<file path="src/hdl/sct_pkg.sv">
`timescale 1ns / 1ps
package sct_pkg;

  // Input item kinds
  localparam logic [1:0] IN_RX     = 2'd0;
  localparam logic [1:0] IN_SAMPLE = 2'd1;
  localparam logic [1:0] IN_TICK   = 2'd2;

  // Frame header characters
  localparam logic [7:0] CH_C = 8'd67;
  localparam logic [7:0] CH_O = 8'd79;
  localparam logic [7:0] CH_M = 8'd77;

  // Command bytes
  localparam logic [7:0] CMD_SET_SP      = 8'hA0;
  localparam logic [7:0] CMD_SP_UP       = 8'hA1;
  localparam logic [7:0] CMD_SP_DOWN     = 8'hA2;
  localparam logic [7:0] CMD_CTL_TOGGLE  = 8'hA3;
  localparam logic [7:0] CMD_DELAY_ON    = 8'hA4;
  localparam logic [7:0] CMD_DELAY_OFF   = 8'hA5;
  localparam logic [7:0] CMD_MANUAL      = 8'hA6;
  localparam logic [7:0] CMD_TEMP_REPORT = 8'hA8;
  localparam logic [7:0] CMD_ON_COUNT    = 8'hAA;
  localparam logic [7:0] CMD_OFF_COUNT   = 8'hAB;
  localparam logic [7:0] CMD_STATE       = 8'hAE;

  // Reply tags
  localparam logic [7:0] TAG_TEMP      = 8'hA8;
  localparam logic [7:0] TAG_ON_COUNT  = 8'hAA;
  localparam logic [7:0] TAG_OFF_COUNT = 8'hAB;
  localparam logic [7:0] TAG_STATE     = 8'hAE;

  // Drive levels
  localparam logic [7:0] DRIVE_OFF  = 8'h00;
  localparam logic [7:0] DRIVE_MID  = 8'h80;
  localparam logic [7:0] DRIVE_FULL = 8'hFF;
  localparam logic [7:0] FLAGS_BASE = 8'h80;
  localparam logic [7:0] STATE_PAD  = 8'hFF;

  // Reply frame length in bytes
  localparam int unsigned FRAME_LEN = 6;

  // Default depth of the job queue
  localparam int unsigned QUEUE_DEPTH_DEF = 2;

  typedef enum logic [3:0] {
    PH_HUNT = 4'b0001,
    PH_O    = 4'b0010,
    PH_M    = 4'b0100,
    PH_DATA = 4'b1000
  } phase_e;

  typedef enum logic [1:0] {
    KIND_STATE = 2'd0,
    KIND_TEMP  = 2'd1,
    KIND_COUNT = 2'd2
  } kind_e;

  typedef struct packed {
    kind_e       kind;
    logic [7:0]  tag;
    logic [15:0] data;
  } frame_t;

  typedef struct packed {
    logic [1:0] nframes;
    frame_t     f0;
    frame_t     f1;
    logic [7:0] dac;
    logic       ctl;
  } job_t;

  typedef struct packed {
    logic busy;
  } back_stat_t;

  function automatic frame_t state_frame(logic ctl, logic doff, logic don);
    frame_t f;
    f.kind = KIND_STATE;
    f.tag  = TAG_STATE;
    f.data = {8'd0, FLAGS_BASE | {5'd0, don, doff, ctl}};
    return f;
  endfunction

endpackage

</file>
<file path="src/hdl/sct_front.sv">
`timescale 1ns / 1ps
module sct_front import sct_pkg::*; (
  input  logic       clk_i,
  input  logic       rst_ni,
  input  logic       accept_i,
  input  logic [1:0] command_i,
  input  logic [7:0] rx_byte_i,
  input  logic [7:0] adc_sample_i,
  output job_t       job_o
);

  phase_e      phase_q, phase_d;
  logic [1:0]  left_q, left_d;
  logic [7:0]  p0_q, p0_d, p1_q, p1_d;
  logic [15:0] sp_q, sp_d;
  logic [13:0] temp_q, temp_d;
  logic        ctl_q, ctl_d, man_q, man_d, rep_q, rep_d;
  logic        don_q, don_d, doff_q, doff_d;
  logic [7:0]  ml_q, ml_d;
  logic [15:0] cnt_q, cnt_d;
  logic [7:0]  drive_q, drive_d;

  logic        counting, exec, on_kind;
  logic [1:0]  left_v;
  logic [13:0] frac_r, frac_q;
  logic [23:0] meas, target;
  logic [1:0]  nf;
  frame_t      f0, f1;

  // Decode the item and work out the next state and the reply job
  always_comb begin
    phase_d = phase_q;  left_d = left_q;  p0_d = p0_q;  p1_d = p1_q;
    sp_d = sp_q;  temp_d = temp_q;  ctl_d = ctl_q;  man_d = man_q;
    rep_d = rep_q;  don_d = don_q;  doff_d = doff_q;  ml_d = ml_q;
    cnt_d = cnt_q;  drive_d = drive_q;
    exec = 1'b0;  on_kind = 1'b0;  left_v = left_q;
    nf = 2'd0;  f0 = '0;  f1 = '0;
    counting = don_q | doff_q;
    frac_r = 14'(16'(adc_sample_i) * 16'd55);
    frac_q = 14'((frac_r + (frac_r >> 8) + 14'd1) >> 8);
    meas   = 24'(adc_sample_i) * 24'd10000;
    target = 24'(sp_q) * 24'd255;

    case (command_i)
      IN_RX: begin
        if (!counting) begin
          case (phase_q)
            PH_HUNT: if (rx_byte_i == CH_C) phase_d = PH_O;
            PH_O:    phase_d = (rx_byte_i == CH_O) ? PH_M : PH_HUNT;
            PH_M: begin
              if (rx_byte_i == CH_M) begin
                phase_d = PH_DATA;
                left_d  = 2'd3;
              end else begin
                phase_d = PH_HUNT;
              end
            end
            PH_DATA: begin
              left_v = (left_q == 2'd0) ? 2'd1 : left_q;
              if (left_v == 2'd3) p0_d = rx_byte_i;
              else if (left_v == 2'd2) p1_d = rx_byte_i;
              left_d = left_v - 2'd1;
              if (left_v == 2'd1) begin
                phase_d = PH_HUNT;
                exec    = 1'b1;
              end
            end
            default: phase_d = PH_HUNT;
          endcase
        end
      end
      IN_SAMPLE: begin
        temp_d = 14'(16'(adc_sample_i) * 16'd39) + frac_q;
        if (rep_q) begin
          nf = 2'd1;
          f0 = '{KIND_TEMP, TAG_TEMP, {2'd0, temp_d}};
        end
        if (ctl_q) begin
          if (meas > target) drive_d = DRIVE_OFF;
          else if (meas < target) drive_d = DRIVE_FULL;
          else drive_d = DRIVE_MID;
        end else if (!counting) begin
          drive_d = man_q ? ml_q : DRIVE_MID;
        end
      end
      IN_TICK: begin
        if (counting) begin
          cnt_d = (cnt_q != 16'd0) ? cnt_q - 16'd1 : cnt_q;
          nf = 2'd1;
          if (cnt_d == 16'd0) begin
            ctl_d  = !ctl_q;
            don_d  = 1'b0;
            doff_d = 1'b0;
            if (doff_q) drive_d = DRIVE_MID;
            f0 = state_frame(ctl_d, 1'b0, 1'b0);
          end else begin
            f0 = '{KIND_COUNT, don_q ? TAG_ON_COUNT : TAG_OFF_COUNT, cnt_d};
          end
        end
      end
      default: ;
    endcase

    // Carry out a completed command frame
    if (exec) begin
      case (p0_q)
        CMD_SET_SP: sp_d = 16'(p1_q) * 16'd100 + 16'(rx_byte_i);
        CMD_SP_UP:  sp_d = (sp_q > 16'd65435) ? 16'hFFFF : sp_q + 16'd100;
        CMD_SP_DOWN: sp_d = (sp_q >= 16'd100) ? sp_q - 16'd100 : 16'd0;
        CMD_CTL_TOGGLE: begin
          ctl_d = !ctl_q;
          nf = 2'd1;
          f0 = state_frame(ctl_d, doff_q, don_q);
          if (!ctl_d) drive_d = DRIVE_MID;
        end
        CMD_DELAY_ON, CMD_DELAY_OFF: begin
          on_kind = (p0_q == CMD_DELAY_ON);
          if (on_kind) drive_d = DRIVE_MID;
          don_d  = on_kind;
          doff_d = !on_kind;
          ctl_d  = !on_kind;
          cnt_d  = 16'(p1_q) * 16'd60 + 16'(rx_byte_i);
          nf = 2'd2;
          f0 = state_frame(ctl_d, doff_d, don_d);
          if (cnt_d == 16'd0) begin
            // zero count finishes at once
            ctl_d  = on_kind;
            don_d  = 1'b0;
            doff_d = 1'b0;
            if (!on_kind) drive_d = DRIVE_MID;
            f1 = state_frame(ctl_d, 1'b0, 1'b0);
          end else begin
            f1 = '{KIND_COUNT, on_kind ? TAG_ON_COUNT : TAG_OFF_COUNT, cnt_d};
          end
        end
        CMD_MANUAL: begin
          ctl_d = 1'b0;
          ml_d  = p1_q;
          man_d = !man_q;
        end
        CMD_TEMP_REPORT: begin
          rep_d = 1'b1;
          nf = 2'd1;
          f0 = '{KIND_TEMP, TAG_TEMP, {2'd0, temp_q}};
        end
        CMD_ON_COUNT, CMD_OFF_COUNT: begin
          nf = 2'd1;
          f0 = '{KIND_COUNT, p0_q, cnt_q};
        end
        CMD_STATE: begin
          nf = 2'd1;
          f0 = state_frame(ctl_q, doff_q, don_q);
        end
        default: ;
      endcase
    end

    job_o = '{nf, f0, f1, drive_d, ctl_d};
  end

  // Hold control state, advance on accept
  always_ff @(posedge clk_i or negedge rst_ni) begin
    if (!rst_ni) begin
      phase_q <= PH_HUNT;
      left_q  <= 2'd0;
      sp_q    <= 16'd0;
      temp_q  <= 14'd0;
      ctl_q   <= 1'b0;
      man_q   <= 1'b0;
      rep_q   <= 1'b0;
      don_q   <= 1'b0;
      doff_q  <= 1'b0;
      ml_q    <= 8'd0;
      cnt_q   <= 16'd0;
      drive_q <= DRIVE_MID;
    end else if (accept_i) begin
      phase_q <= phase_d;
      left_q  <= left_d;
      sp_q    <= sp_d;
      temp_q  <= temp_d;
      ctl_q   <= ctl_d;
      man_q   <= man_d;
      rep_q   <= rep_d;
      don_q   <= don_d;
      doff_q  <= doff_d;
      ml_q    <= ml_d;
      cnt_q   <= cnt_d;
      drive_q <= drive_d;
    end
  end

  // Payload bytes
  always_ff @(posedge clk_i) begin
    if (accept_i) begin
      p0_q <= p0_d;
      p1_q <= p1_d;
    end
  end

endmodule

</file>
<file path="src/hdl/sct_queue.sv">
`timescale 1ns / 1ps
module sct_queue import sct_pkg::*; #(
  parameter int unsigned DEPTH = QUEUE_DEPTH_DEF
) (
  input  logic clk_i,
  input  logic rst_ni,
  input  logic push_i,
  input  job_t push_data_i,
  output logic full_o,
  output logic pop_valid_o,
  input  logic pop_i,
  output job_t pop_data_o
);

  localparam int unsigned AW = (DEPTH > 1) ? $clog2(DEPTH) : 1;
  localparam int unsigned CW = $clog2(DEPTH + 1);

  job_t          mem_q [DEPTH];
  logic [AW-1:0] wr_q, rd_q;
  logic [CW-1:0] cnt_q;

  assign full_o      = (cnt_q == CW'(DEPTH));
  assign pop_valid_o = (cnt_q != '0);
  assign pop_data_o  = mem_q[rd_q];

  // Store pushed jobs
  always_ff @(posedge clk_i) begin
    if (push_i) mem_q[wr_q] <= push_data_i;
  end

  // Advance pointers and fill count
  always_ff @(posedge clk_i or negedge rst_ni) begin
    if (!rst_ni) begin
      wr_q  <= '0;
      rd_q  <= '0;
      cnt_q <= '0;
    end else begin
      if (push_i) wr_q <= (wr_q == AW'(DEPTH - 1)) ? '0 : wr_q + AW'(1);
      if (pop_i)  rd_q <= (rd_q == AW'(DEPTH - 1)) ? '0 : rd_q + AW'(1);
      if (push_i && !pop_i) cnt_q <= cnt_q + CW'(1);
      else if (!push_i && pop_i) cnt_q <= cnt_q - CW'(1);
    end
  end

endmodule

</file>
<file path="src/hdl/sct_back.sv">
`timescale 1ns / 1ps
module sct_back import sct_pkg::*; (
  input  logic       clk_i,
  input  logic       rst_ni,
  input  logic       job_valid_i,
  input  job_t       job_i,
  output logic       job_pop_o,
  output back_stat_t stat_o,
  output logic       out_valid_o,
  input  logic       out_ready_i,
  output logic       tx_valid_o,
  output logic [7:0] tx_byte_o,
  output logic [7:0] dac_value_o,
  output logic       control_on_o,
  output logic       last_o
);

  job_t        jb_q;
  logic        busy_q;
  logic [3:0]  idx_q;
  logic        ov_q;

  logic [10:0] hi_q;
  logic [7:0]  lo_q;
  logic [15:0] dq_q;
  kind_e       kq_q;

  frame_t      cur;
  logic        second;
  logic [3:0]  pos, nbytes;
  logic        adv, last_byte;
  logic [7:0]  byte_v;
  logic [26:0] prod_t;
  logic [31:0] prod_c;
  logic [15:0] lo_full;

  assign second    = (idx_q >= 4'(FRAME_LEN));
  assign cur       = second ? jb_q.f1 : jb_q.f0;
  assign pos       = second ? idx_q - 4'(FRAME_LEN) : idx_q;
  assign nbytes    = (jb_q.nframes == 2'd0) ? 4'd1 : 4'(jb_q.nframes) * 4'(FRAME_LEN);
  assign last_byte = (idx_q == nbytes - 4'd1);
  assign adv       = busy_q && (!ov_q || out_ready_i);
  assign job_pop_o = !busy_q && job_valid_i;
  assign stat_o.busy = busy_q;

  // Divide the frame value into its two report bytes
  assign prod_t  = 27'(cur.data[13:0]) * 27'd5243;
  assign prod_c  = 32'(cur.data) * 32'd34953;
  assign lo_full = dq_q - 16'(hi_q) * ((kq_q == KIND_TEMP) ? 16'd100 : 16'd60)
                   - ((kq_q == KIND_COUNT) ? 16'd1 : 16'd0);

  always_ff @(posedge clk_i) begin
    hi_q <= (cur.kind == KIND_TEMP) ? 11'(prod_t[26:19]) : prod_c[31:21];
    dq_q <= cur.data;
    kq_q <= cur.kind;
    lo_q <= lo_full[7:0];
  end

  // Select the byte at the current position
  always_comb begin
    case (pos)
      4'd0:    byte_v = CH_C;
      4'd1:    byte_v = CH_O;
      4'd2:    byte_v = CH_M;
      4'd3:    byte_v = cur.tag;
      4'd4:    byte_v = (cur.kind == KIND_STATE) ? cur.data[7:0] : hi_q[7:0];
      default: byte_v = (cur.kind == KIND_STATE) ? STATE_PAD : lo_q;
    endcase
    if (jb_q.nframes == 2'd0) byte_v = 8'd0;
  end

  // Load jobs and step through their bytes
  always_ff @(posedge clk_i or negedge rst_ni) begin
    if (!rst_ni) begin
      busy_q <= 1'b0;
      idx_q  <= 4'd0;
    end else if (job_pop_o) begin
      busy_q <= 1'b1;
      idx_q  <= 4'd0;
    end else if (adv) begin
      idx_q <= idx_q + 4'd1;
      if (last_byte) busy_q <= 1'b0;
    end
  end

  always_ff @(posedge clk_i) begin
    if (job_pop_o) jb_q <= job_i;
  end

  // Output register
  always_ff @(posedge clk_i or negedge rst_ni) begin
    if (!rst_ni) begin
      ov_q <= 1'b0;
    end else if (adv) begin
      ov_q <= 1'b1;
    end else if (out_ready_i) begin
      ov_q <= 1'b0;
    end
  end

  always_ff @(posedge clk_i) begin
    if (adv) begin
      tx_valid_o   <= (jb_q.nframes != 2'd0);
      tx_byte_o    <= byte_v;
      dac_value_o  <= jb_q.dac;
      control_on_o <= jb_q.ctl;
      last_o       <= last_byte;
    end
  end

  assign out_valid_o = ov_q;

endmodule

</file>
<file path="src/hdl/serial_command_thermostat.sv">
`timescale 1ns / 1ps
// Serial-command thermostat. Takes received bytes, temperature samples and
// one-second ticks, one word per accepted item, and returns reply bytes one
// word per result, the final result of each item marked by last_o. The front
// accepts one item per cycle while its job queue (QUEUE_DEPTH jobs) has
// room; the back sends one result per cycle while out_ready_i does not hold
// it off, takes a new job only once the last is sent (1 to 12 results per
// item), and that byte sequencer sets the sustained rate.
module serial_command_thermostat import sct_pkg::*; #(
  parameter int unsigned QUEUE_DEPTH = QUEUE_DEPTH_DEF
) (
  input  logic       clk_i,
  input  logic       rst_ni,
  input  logic       in_valid_i,
  output logic       in_ready_o,
  input  logic [1:0] command_i,
  input  logic [7:0] rx_byte_i,
  input  logic [7:0] adc_sample_i,
  output logic       out_valid_o,
  input  logic       out_ready_i,
  output logic       tx_valid_o,
  output logic [7:0] tx_byte_o,
  output logic [7:0] dac_value_o,
  output logic       control_on_o,
  output logic       last_o
);

  logic       accept, q_full, q_valid, q_pop;
  job_t       job_in, job_out;
  back_stat_t bstat;

  assign in_ready_o = !q_full;
  assign accept     = in_valid_i && in_ready_o;

  sct_front u_front (
    .clk_i,
    .rst_ni,
    .accept_i     (accept),
    .command_i,
    .rx_byte_i,
    .adc_sample_i,
    .job_o        (job_in)
  );

  sct_queue #(.DEPTH(QUEUE_DEPTH)) u_queue (
    .clk_i,
    .rst_ni,
    .push_i      (accept),
    .push_data_i (job_in),
    .full_o      (q_full),
    .pop_valid_o (q_valid),
    .pop_i       (q_pop),
    .pop_data_o  (job_out)
  );

  sct_back u_back (
    .clk_i,
    .rst_ni,
    .job_valid_i (q_valid),
    .job_i       (job_out),
    .job_pop_o   (q_pop),
    .stat_o      (bstat),
    .out_valid_o,
    .out_ready_i,
    .tx_valid_o,
    .tx_byte_o,
    .dac_value_o,
    .control_on_o,
    .last_o
  );

`ifndef ASSERT_OFF
  // a full queue always has a job to give
  a_full_has_job: assert property (@(posedge clk_i) disable iff (!rst_ni)
    q_full |-> q_valid) else $error("queue full but empty");

  // a popped job keeps the back busy
  a_pop_busy: assert property (@(posedge clk_i) disable iff (!rst_ni)
    q_pop |=> bstat.busy) else $error("back not busy after pop");

  // the back never pops while busy
  a_pop_idle: assert property (@(posedge clk_i) disable iff (!rst_ni)
    q_pop |-> !bstat.busy) else $error("pop while busy");
`endif

endmodule
</file>
<file path="config.mk">
export PLATFORM = sky130hd
export DESIGN_NAME = serial_command_thermostat
export DESIGN_NICKNAME = d
export VERILOG_FILES = /design/src/hdl/sct_pkg.sv /design/src/hdl/sct_front.sv /design/src/hdl/sct_queue.sv /design/src/hdl/sct_back.sv /design/src/hdl/serial_command_thermostat.sv
export SDC_FILE = /design/constraint.sdc
export NUM_CORES = 1
export LEC_CHECK = 0
export BUFFER_PORTS_ARGS = -buffer_cell sky130_fd_sc_hd__buf_4
export CAP_MARGIN = 30
export CORE_MARGIN = 1.5
export CORE_UTILIZATION = 60
export DETAILED_ROUTE_END_ITERATION = 16
export GPL_ROUTABILITY_DRIVEN = 0
export GPL_TIMING_DRIVEN = 1
export PLACE_DENSITY = 0.85
export SYNTH_ARGS = -nofsm -noshare
export SYNTH_HDL_FRONTEND = slang
export SYNTH_SLANG_ARGS = --single-unit
</file>
<file path="constraint.sdc">
create_clock -name clk_i -period 9.1 [get_ports clk_i]
set_input_delay 1.82 -clock clk_i [delete_from_list [all_inputs] [get_ports clk_i]]
set_output_delay 1.82 -clock clk_i [all_outputs]
set_load 0.005 [all_outputs]
</file>
==> impl_metrics.toml, run 1 <==
[synthesis]
synth_area_per_cell_um2 = 10.2
synth_warnings = 0
synth-seq-cells = 309
synth-seq-area-share = 0.291
synth_async_sr_flop_share = 0.269
postSynthCellCount = 2889
synth_cell_types = 89
synth_edf_count = 200
synthesis.area_um2 = 29500
synthFlopType = "edfxtp_1"

[routing]
wl_per_cell_um = 19.4
vias_per_cell = 6.11
drc = 0
drtAntennaViolNets = 0
drt_first_pass_iters = 6
drt_iter0_drc = 1913
vias = 22100
wl_um = 69900

[sta]
fmax_mhz = 112
drv_slew = 0
relSlewSlack = 0.257
timing.final.crit_share = 0.979
fin_skew_ns = 0.0191
finalHoldViolCount = 0
final-setup-viol-count = 0
tightestPinTransition_ns = 1.11
period_minus_slack_ns = 8.91

[clock_tree]
clkSinkCount = 309
clockBufferDepth = 3
cts_buffers = 30
root_buffer = "clkbuf_16"
hold_buffers = 0
cts_tree = "done"
clk_latency_ns = 0.59
cts.clk_slew.worst_paths_ns = 0.07
htree_levels = 1

[worst_setup_path]
cpMostUsedCell = "a21o_1"
cp_data_required_time_ns = 9.43
cp-end-kind = "register"
worstSetupStartpointType = "input port"
worst_path_max_delay_cell = "fa_1"
cp_max_fo = 7
reg2reg_depth = 30
cp_slowest_stage_delay_ns = 0.57
crit_arrival_ns = 9.24
crit_type = "input port to register"

[die]
rows = 81
io_pins = 43
die_y_um = 225
coreArea_um2 = 48700
start_util = 0.606
die_w_um = 225
die_area_um2 = 50600

[status]
status = "complete, no violations"

[place]
hpwlAfterDp_um = 54100
dp.cells = 3556
io_buffers = 42

[global_routing]
antenna_found_initial = 0
grt_pass1_vias = 23000
grt_max_degree = 58
overflow = 0
track_usage = 0.277
grt_pass1_wl_um = 113000

[layout]
final_cell_count_no_fill = 3614
nNetsFinal = 3619
num_antenna_cells = 0
area_delta_synth_final_pct = 7.46
drive_above_1_share = 0.0875

[run]
maxCapViolCount = 0

[worst_hold_path]
hold_depth = 0
hold_class = "register to register"
==> worst max-delay path: cells and delay by family <==
| family | cells | cell delay (ns) |
|---|---|---|
| and+or+nand+nor | 2 | 0.24 |
| xor gates and xnor gates | 1 | 0.17 |
| buffers and inverters | 4 | 0.40 |
| adders and majority gates | 8 | 3.00 |
| AOI/OAI and AO/OA | 19 | 3.59 |
==> cells in the final DEF (no fill, tap or decap), types with 58 or more instances in the layout <==
master / n
o21ai_0: 111
fa_1: 207
buf_4: 70
inv_1: 464
nor3_1: 58
xor2_1: 62
edfxtp_1: 200
ha_1: 464
xnor2_1: 78
nand2_1: 126
nor2_1: 136
dfrtp_1: 80
mux2_2: 80
a21oi_1: 154
==> cell usage after synthesis (8+ instances only) <==
cell,number,area [µm²]
o21a_1,20,150
nand2b_1,27,169
or2_2,18,113
a31oi_1,19,119
nor3_1,59,295
clkbuf_1,58,218
a221oi_1,8,70.1
or3_1,16,100
and3_1,23,144
nor2_1,139,522
inv_1,465,1750
ha_1,464,5810
nand3_1,47,235
mux2i_1,23,230
o21bai_1,22,165
o22a_1,8,70.1
mux2_2,80,901
nor2b_1,22,138
o22ai_1,20,125
dfxtp_1,26,521
a21oi_1,156,781
nand4_1,24,150
dfrtp_1,81,2030
xor2_1,62,543
o211ai_1,16,120
a211o_1,10,87.6
fa_1,207,4140
o21ai_0,112,561
nor4_1,10,62.6
o31ai_1,11,82.6
edfxtp_1,200,6010
a22oi_1,17,128
xnor2_1,80,701
nand2_1,126,473
a211oi_1,18,135
a21o_1,49,368
==> stage by stage <==
stage	cell area, µm²	setup TNS, ns	util	hold slack, ns	setup WS (ns)
floorplan	29500	0	-	0.400	0.407
global placement	30600	0	0.628	0.406	0.0486
detailed placement	30600	-0.880	0.628	0.405	-0.244
CTS	31700	0	0.650	0.421	0.333
global route	31700	-0.183	0.651	0.433	-0.0916
finish	31700	0	0.651	0.425	0.187
==> metal layers <==
layer | GRT usage | share of wire
met3 | 0.0341 | 0.056
met2 | 0.491 | 0.50
met4 | 0.152 | 0.063
met5 | 0 | 0
met1 | 0.327 | 0.38
==> registers in the layout, summed over array words and instances, names as in the netlist, 14 cells and up <==
register and count:
u_front.cnt_q 16, u_front.sp_q 16, u_front.temp_q 14, u_queue.mem_q 110, u_back.jb_q 55
==> logic make-up (layout without fill, tap and decap cells) <==
group / Yosys count / in the layout / share of synthesized area
AOI/OAI and AO/OA: 570 / 570 / 0.127
other: 1 / 4 / 0.000127
and+or+nand+nor: 556 / 556 / 0.0946
muxes: 103 / 103 / 0.0383
buffers and inverters: 536 / 594 / 0.0690
adders and majority gates: 671 / 671 / 0.337
DFF: 309 / 309 / 0.291
xor gates and xnor gates: 143 / 143 / 0.0429
==> worst paths after layout <==
| kind | from | to | slack (ns) |
|---|---|---|---|
| worst max-delay path | adc_sample_i[4] | u_queue.mem_q[0][48] | 0.19 |
| worst min-delay path | u_back.jb_q[6] | u_back.dac_value_o[5] | 0.42 |
| worst max register to register | u_front.sp_q[5] | u_queue.mem_q[0][7] | 0.58 |
| worst min register to register | u_back.jb_q[6] | u_back.dac_value_o[5] | 0.42 |
| max in group asynchronous | rst_ni | u_front.temp_q[11] | 6.85 |
| min in group asynchronous | rst_ni | u_front.phase_q[3] | 1.22 |
==> timing repair <==
item / CTS / global route
gates resized for setup: 0 / 8
setup endpoints to repair: 0 / 25
setup buffers: 0 / 1
==> area by class of cell <==
class,count,area (µm²)
inverters,466,1750
clock inverters,21,280
clock buffers,35,779
multi-input cells,2047,19000
fillers,3548,17000
repair buffers,72,542
flip-flops and latches,309,8610
well taps,664,831
Power of run 1 is left out: the tool's default activity adds up to more than one toggle a clock period on the data nets, which glitch-free logic cannot reach.
==> inputs of run 2 (changes only) <==
- MAX_ROUTING_LAYER: unset -> met4
==> run 2 against run 1 <==
Register-to-register slack better by 0.08 ns; first-iteration DRC count is 4.7% lower; final cell count stayed put; via count is 0.25% higher; critical path depth stayed put; highest routed layer unchanged.
==> impl_metrics.toml, run 2 (synthesis results as in run 1) <==
[die]
rows = 81
io_pins = 43
coreArea_um2 = 48700
die_w_um = 225
die_y_um = 225
start_util = 0.606
die_area_um2 = 50600

[place]
place_area_um2 = 30600
dp.cells = 3556
hpwlAfterDp_um = 54100
io_buffers = 42

[layout]
final_cell_mix = "inv_1, ha_1, fa_1"
drive_above_1_share = 0.0875
final_cell_count_no_fill = 3614
final_util = 0.651
final_area_um2 = 31700
n_fill_cell = 3548
num_antenna_cells = 0
area_delta_synth_final_pct = 7.46
regMostFlops = "u_queue.mem_q"
largest_reg_flops = 110
reg_top3 = "u_queue.mem_q x110, u_back.jb_q x55"
nNetsFinal = 3619

[sta]
fin_skew_ns = 0.0129
timing.final.crit_share = 0.978
period_minus_slack_ns = 8.90
tightestPinTransition_ns = 1.12
whs_ns = 0.427
relSlewSlack = 0.248
finalHoldViolCount = 0
drv_slew = 0
fmax_mhz = 112
final-setup-viol-count = 0

[global_routing]
track_usage = 0.285
gr-max-usage-layer = "met2"
grt_pass1_wl_um = 113000
grt_max_degree = 58
grtUsageMet1 = 0.326
antenna_found_initial = 0
grt_pass1_vias = 23000
overflow = 0
use_met2 = 0.491
met3_usage = 0.0336

[routing]
drc = 0
drt_first_pass_iters = 6
vias_per_cell = 6.13
wl_per_cell_um = 19.3
wl_um = 69800
drt_iter0_drc = 1823
drtAntennaViolNets = 0
vias = 22100

[worst_setup_path]
critical_path.endpoint = "u_queue.mem_q[1][48]"
cp.depth = 34
reg2reg_depth = 30
r2r-start = "u_front.sp_q[5]"
critPathTopFamily = "compound AO/OA/AOI/OAI gates"
crit_arrival_ns = 9.24
cp-end-kind = "register"
cp_data_required_time_ns = 9.43
cp_max_fo = 7
crit_type = "input port to register"
r2r_slack_ns = 0.66
cp_num_buf_inv = 4
cp_slowest_stage_delay_ns = 0.57
cpMostUsedCell = "a21o_1"
worst_path_max_delay_cell = "fa_1"
crit_path_start = "adc_sample_i[4]"
worstSetupStartpointType = "input port"
r2r-end = "u_queue.mem_q[0][7]"

[clock_tree]
cts_tree = "done"
clkSinkCount = 309
clockBufferDepth = 3
cts_buffers = 30
cts.clk_slew.worst_paths_ns = 0.06
htree_levels = 1
clk_latency_ns = 0.59
root_buffer = "clkbuf_16"

[run]
maxCapViolCount = 0

[status]
status = "complete, no violations"

[worst_hold_path]
hold_class = "register to register"
==> run 2: cell counts in the layout (fill, tap and decap cells not counted) <==
Identical to the previous run, type by type.
==> run 2: area by class of cell <==
cell class                 instances  area, µm²  area share
timing repair buffer              72        542      0.0171
clock inverter                    21        280     0.00883
sequential                       309       8610       0.271
tap                              664        831      0.0262
clock buffer                      35        779      0.0246
inverter                         466       1750      0.0551
multi-input combinational       2047      19000       0.597
==> run 2: repair_timing <==
action | CTS | global route
hold buffers | 0 | 0
setup buffers | 0 | 1
hold endpoints to repair | 0 | 0
setup endpoints to repair | 0 | 25
gates resized for setup | 0 | 8
==> run 2: how the worst min path moves through the flow <==
stage / start / endpoint / cells past startpoint
3_3_place_gp: u_back.jb_q[5] / u_back.dac_value_o[4] / 0
6_report: u_back.jb_q[6] / u_back.dac_value_o[5] / 0
4_1_cts: u_back.jb_q[6] / u_back.dac_value_o[5] / 0
5_1_grt: u_back.jb_q[6] / u_back.dac_value_o[5] / 0
2_1_floorplan: u_back.jb_q[0] / u_back.control_on_o / 0
3_5_place_dp: u_back.jb_q[1] / u_back.dac_value_o[0] / 0
==> run 2: per-layer routing <==
metal  share of wire  vias to the layer above
met2            0.50                     1014
li1                -                    10100
met3           0.057                      316
met5               0                        -
met4           0.063                        0
met1            0.38                    10700
==> run 2: per-stage QoR <==
| step | setup slack [ns] | setup TNS, ns |
|---|---|---|
| final | 0.197 | 0 |
| after global routing | -0.0904 | -0.181 |
| after CTS | 0.333 | 0 |
| after detailed placement | -0.244 | -0.880 |
| after global placement | 0.0486 | 0 |
| after floorplan | 0.407 | 0 |
Power of run 2 is left out for the same reason.
==> inputs of run 3 (changes only) <==
- SETUP_SLACK_MARGIN: unset -> 0.5
==> run 3 against run 2 <==
Critical path depth grew 1; clock skew increased by 0.0062 ns; core utilization is 0.15 points higher; fmax increased by 6.6%; flip-flop and latch count is the same; final cell count rose by 0.11%; wire length is 0.29% higher; worst setup slack better by 0.55 ns; die area unchanged; global-route usage barely moved; via count decreased by 0.14%; first-iteration DRC count up 2.0%.
==> impl_metrics.toml, run 3 (synthesis results as in run 1) <==
[place]
io_buffers = 42
hpwlAfterDp_um = 54300

[global_routing]
track_usage = 0.286
grt_max_degree = 57
grt_pass1_wl_um = 113000
grt_pass1_vias = 23000
antenna_found_initial = 0
overflow = 0

[status]
status = "complete, no violations"

[layout]
largest_reg_flops = 110
layout_commonest_cell = "inv_1"
seq_area_um2 = 8610
multiInputGateArea_um2 = 19000
drive_above_1_share = 0.0931
regMostFlops = "u_queue.mem_q"
area_delta_synth_final_pct = 7.70
n_fill_cell = 3455
reg_top3 = "u_queue.mem_q x110, u_back.jb_q x55"
num_antenna_cells = 0
nNetsFinal = 3624
final_cell_mix = "inv_1, ha_1, fa_1"

[run]
maxCapViolCount = 0

[routing]
wl_um = 70000
vias_per_cell = 6.11
drt_first_pass_iters = 6
drtAntennaViolNets = 0
vias = 22100
drt_iter0_drc = 1860
wl_per_cell_um = 19.4
drc = 0

[sta]
relSlewSlack = 0.271
fmax_mhz = 120
finalHoldViolCount = 0
period_minus_slack_ns = 8.35
fin_skew_ns = 0.0191
timing.final.crit_share = 0.918
rsz0062_at_grt = "no"
final-setup-viol-count = 0
drv_slew = 0
tightestPinTransition_ns = 1.09
whs_ns = 0.420

[clock_tree]
clk_latency_ns = 0.59
htree_levels = 1
cts_buffers = 30
root_buffer = "clkbuf_16"
cts.clk_slew.worst_paths_ns = 0.06
clkSinkCount = 309
cts_tree = "done"
clockBufferDepth = 3

[die]
die_area_um2 = 50600
die_y_um = 225
rows = 81
die_w_um = 225
io_pins = 43
start_util = 0.606
coreArea_um2 = 48700

[worst_setup_path]
worst_path_max_delay_cell = "fa_1"
worstSetupStartpointType = "input port"
crit_type = "input port to register"
cpMostUsedCell = "a21o_1"
cp_max_fo = 4
crit_arrival_ns = 8.68
cp_slowest_stage_delay_ns = 0.59
cp-end-kind = "register"
cp_data_required_time_ns = 9.43

[worst_hold_path]
hold_class = "register to register"
run 3: changes by cell type in the layout (fill, tap and decap cells not counted), sizes merged:
cell      before  now
inv          470  467
buf           72   77
clkbuf        35   42
clkinv        12    8
clkinvlp       0    1
bufinv         5    3
run 3: final timing paths:
| kind | startpoint | end | slack [ns] | depth (start not counted) |
|---|---|---|---|---|
| hold / removal | u_back.jb_q[4] | u_back.dac_value_o[3] | 0.42 | 0 |
| min in group asynchronous | rst_ni | u_front.phase_q[3] | 1.22 | 1 |
| setup reg to reg | u_front.sp_q[4] | u_queue.mem_q[1][7] | 0.91 | 30 |
| setup / recovery | adc_sample_i[6] | u_queue.mem_q[1][48] | 0.75 | 35 |
| hold reg to reg | u_back.jb_q[4] | u_back.dac_value_o[3] | 0.42 | 0 |
| max in group asynchronous | rst_ni | u_front.cnt_q[14] | 6.83 | 2 |
run 3: per-stage QoR:
step	setup WS, ns	utilization	instances	instance area [µm²]	TNS [ns]
after floorplan	0.530	-	2892	29600	0
after global placement	0.0888	0.628	3550	30600	0
after detailed placement	-0.328	0.629	3555	30700	-1.90
after CTS	0.512	0.650	3613	31700	0
after global routing	0.397	0.653	3618	31800	0
final	0.747	0.653	3618	31800	0
run 3: final cells by class:
class,instances,area share
multi-input cells,2047,0.599
flip-flops and latches,309,0.271
inverters,466,0.0550
well taps,664,0.0261
clock buffers,42,0.0260
repair buffers,77,0.0188
clock inverters,13,0.00500
run 3: repair_timing:
| item | CTS | global route |
|---|---|---|
| gates resized for setup | 3 | 20 |
| endpoints found under the setup margin | 10 | 40 |
| hold buffers | 0 | 0 |
| pin swaps | 6 | 12 |
| buffers inserted | 3 | 4 |
run 3: critical path: cells and delay by family:
kind                       cells  cell delay, ns
AOI/OAI and AO/OA             19            3.18
xor gates and xnor gates       1            0.11
adders and majority gates      8            2.84
buffers and inverters          5            0.50
and+or+nand+nor                2            0.21
run 3: routing by layer:
metal,up-vias,track usage,wire [µm]
met1,10700,0.331,27100
met3,276,0.0332,4030
met5,-,-,0
met4,0,0.124,3510
li1,10100,-,-
met2,959,0.500,35400
Power of run 3 is left out for the same reason.
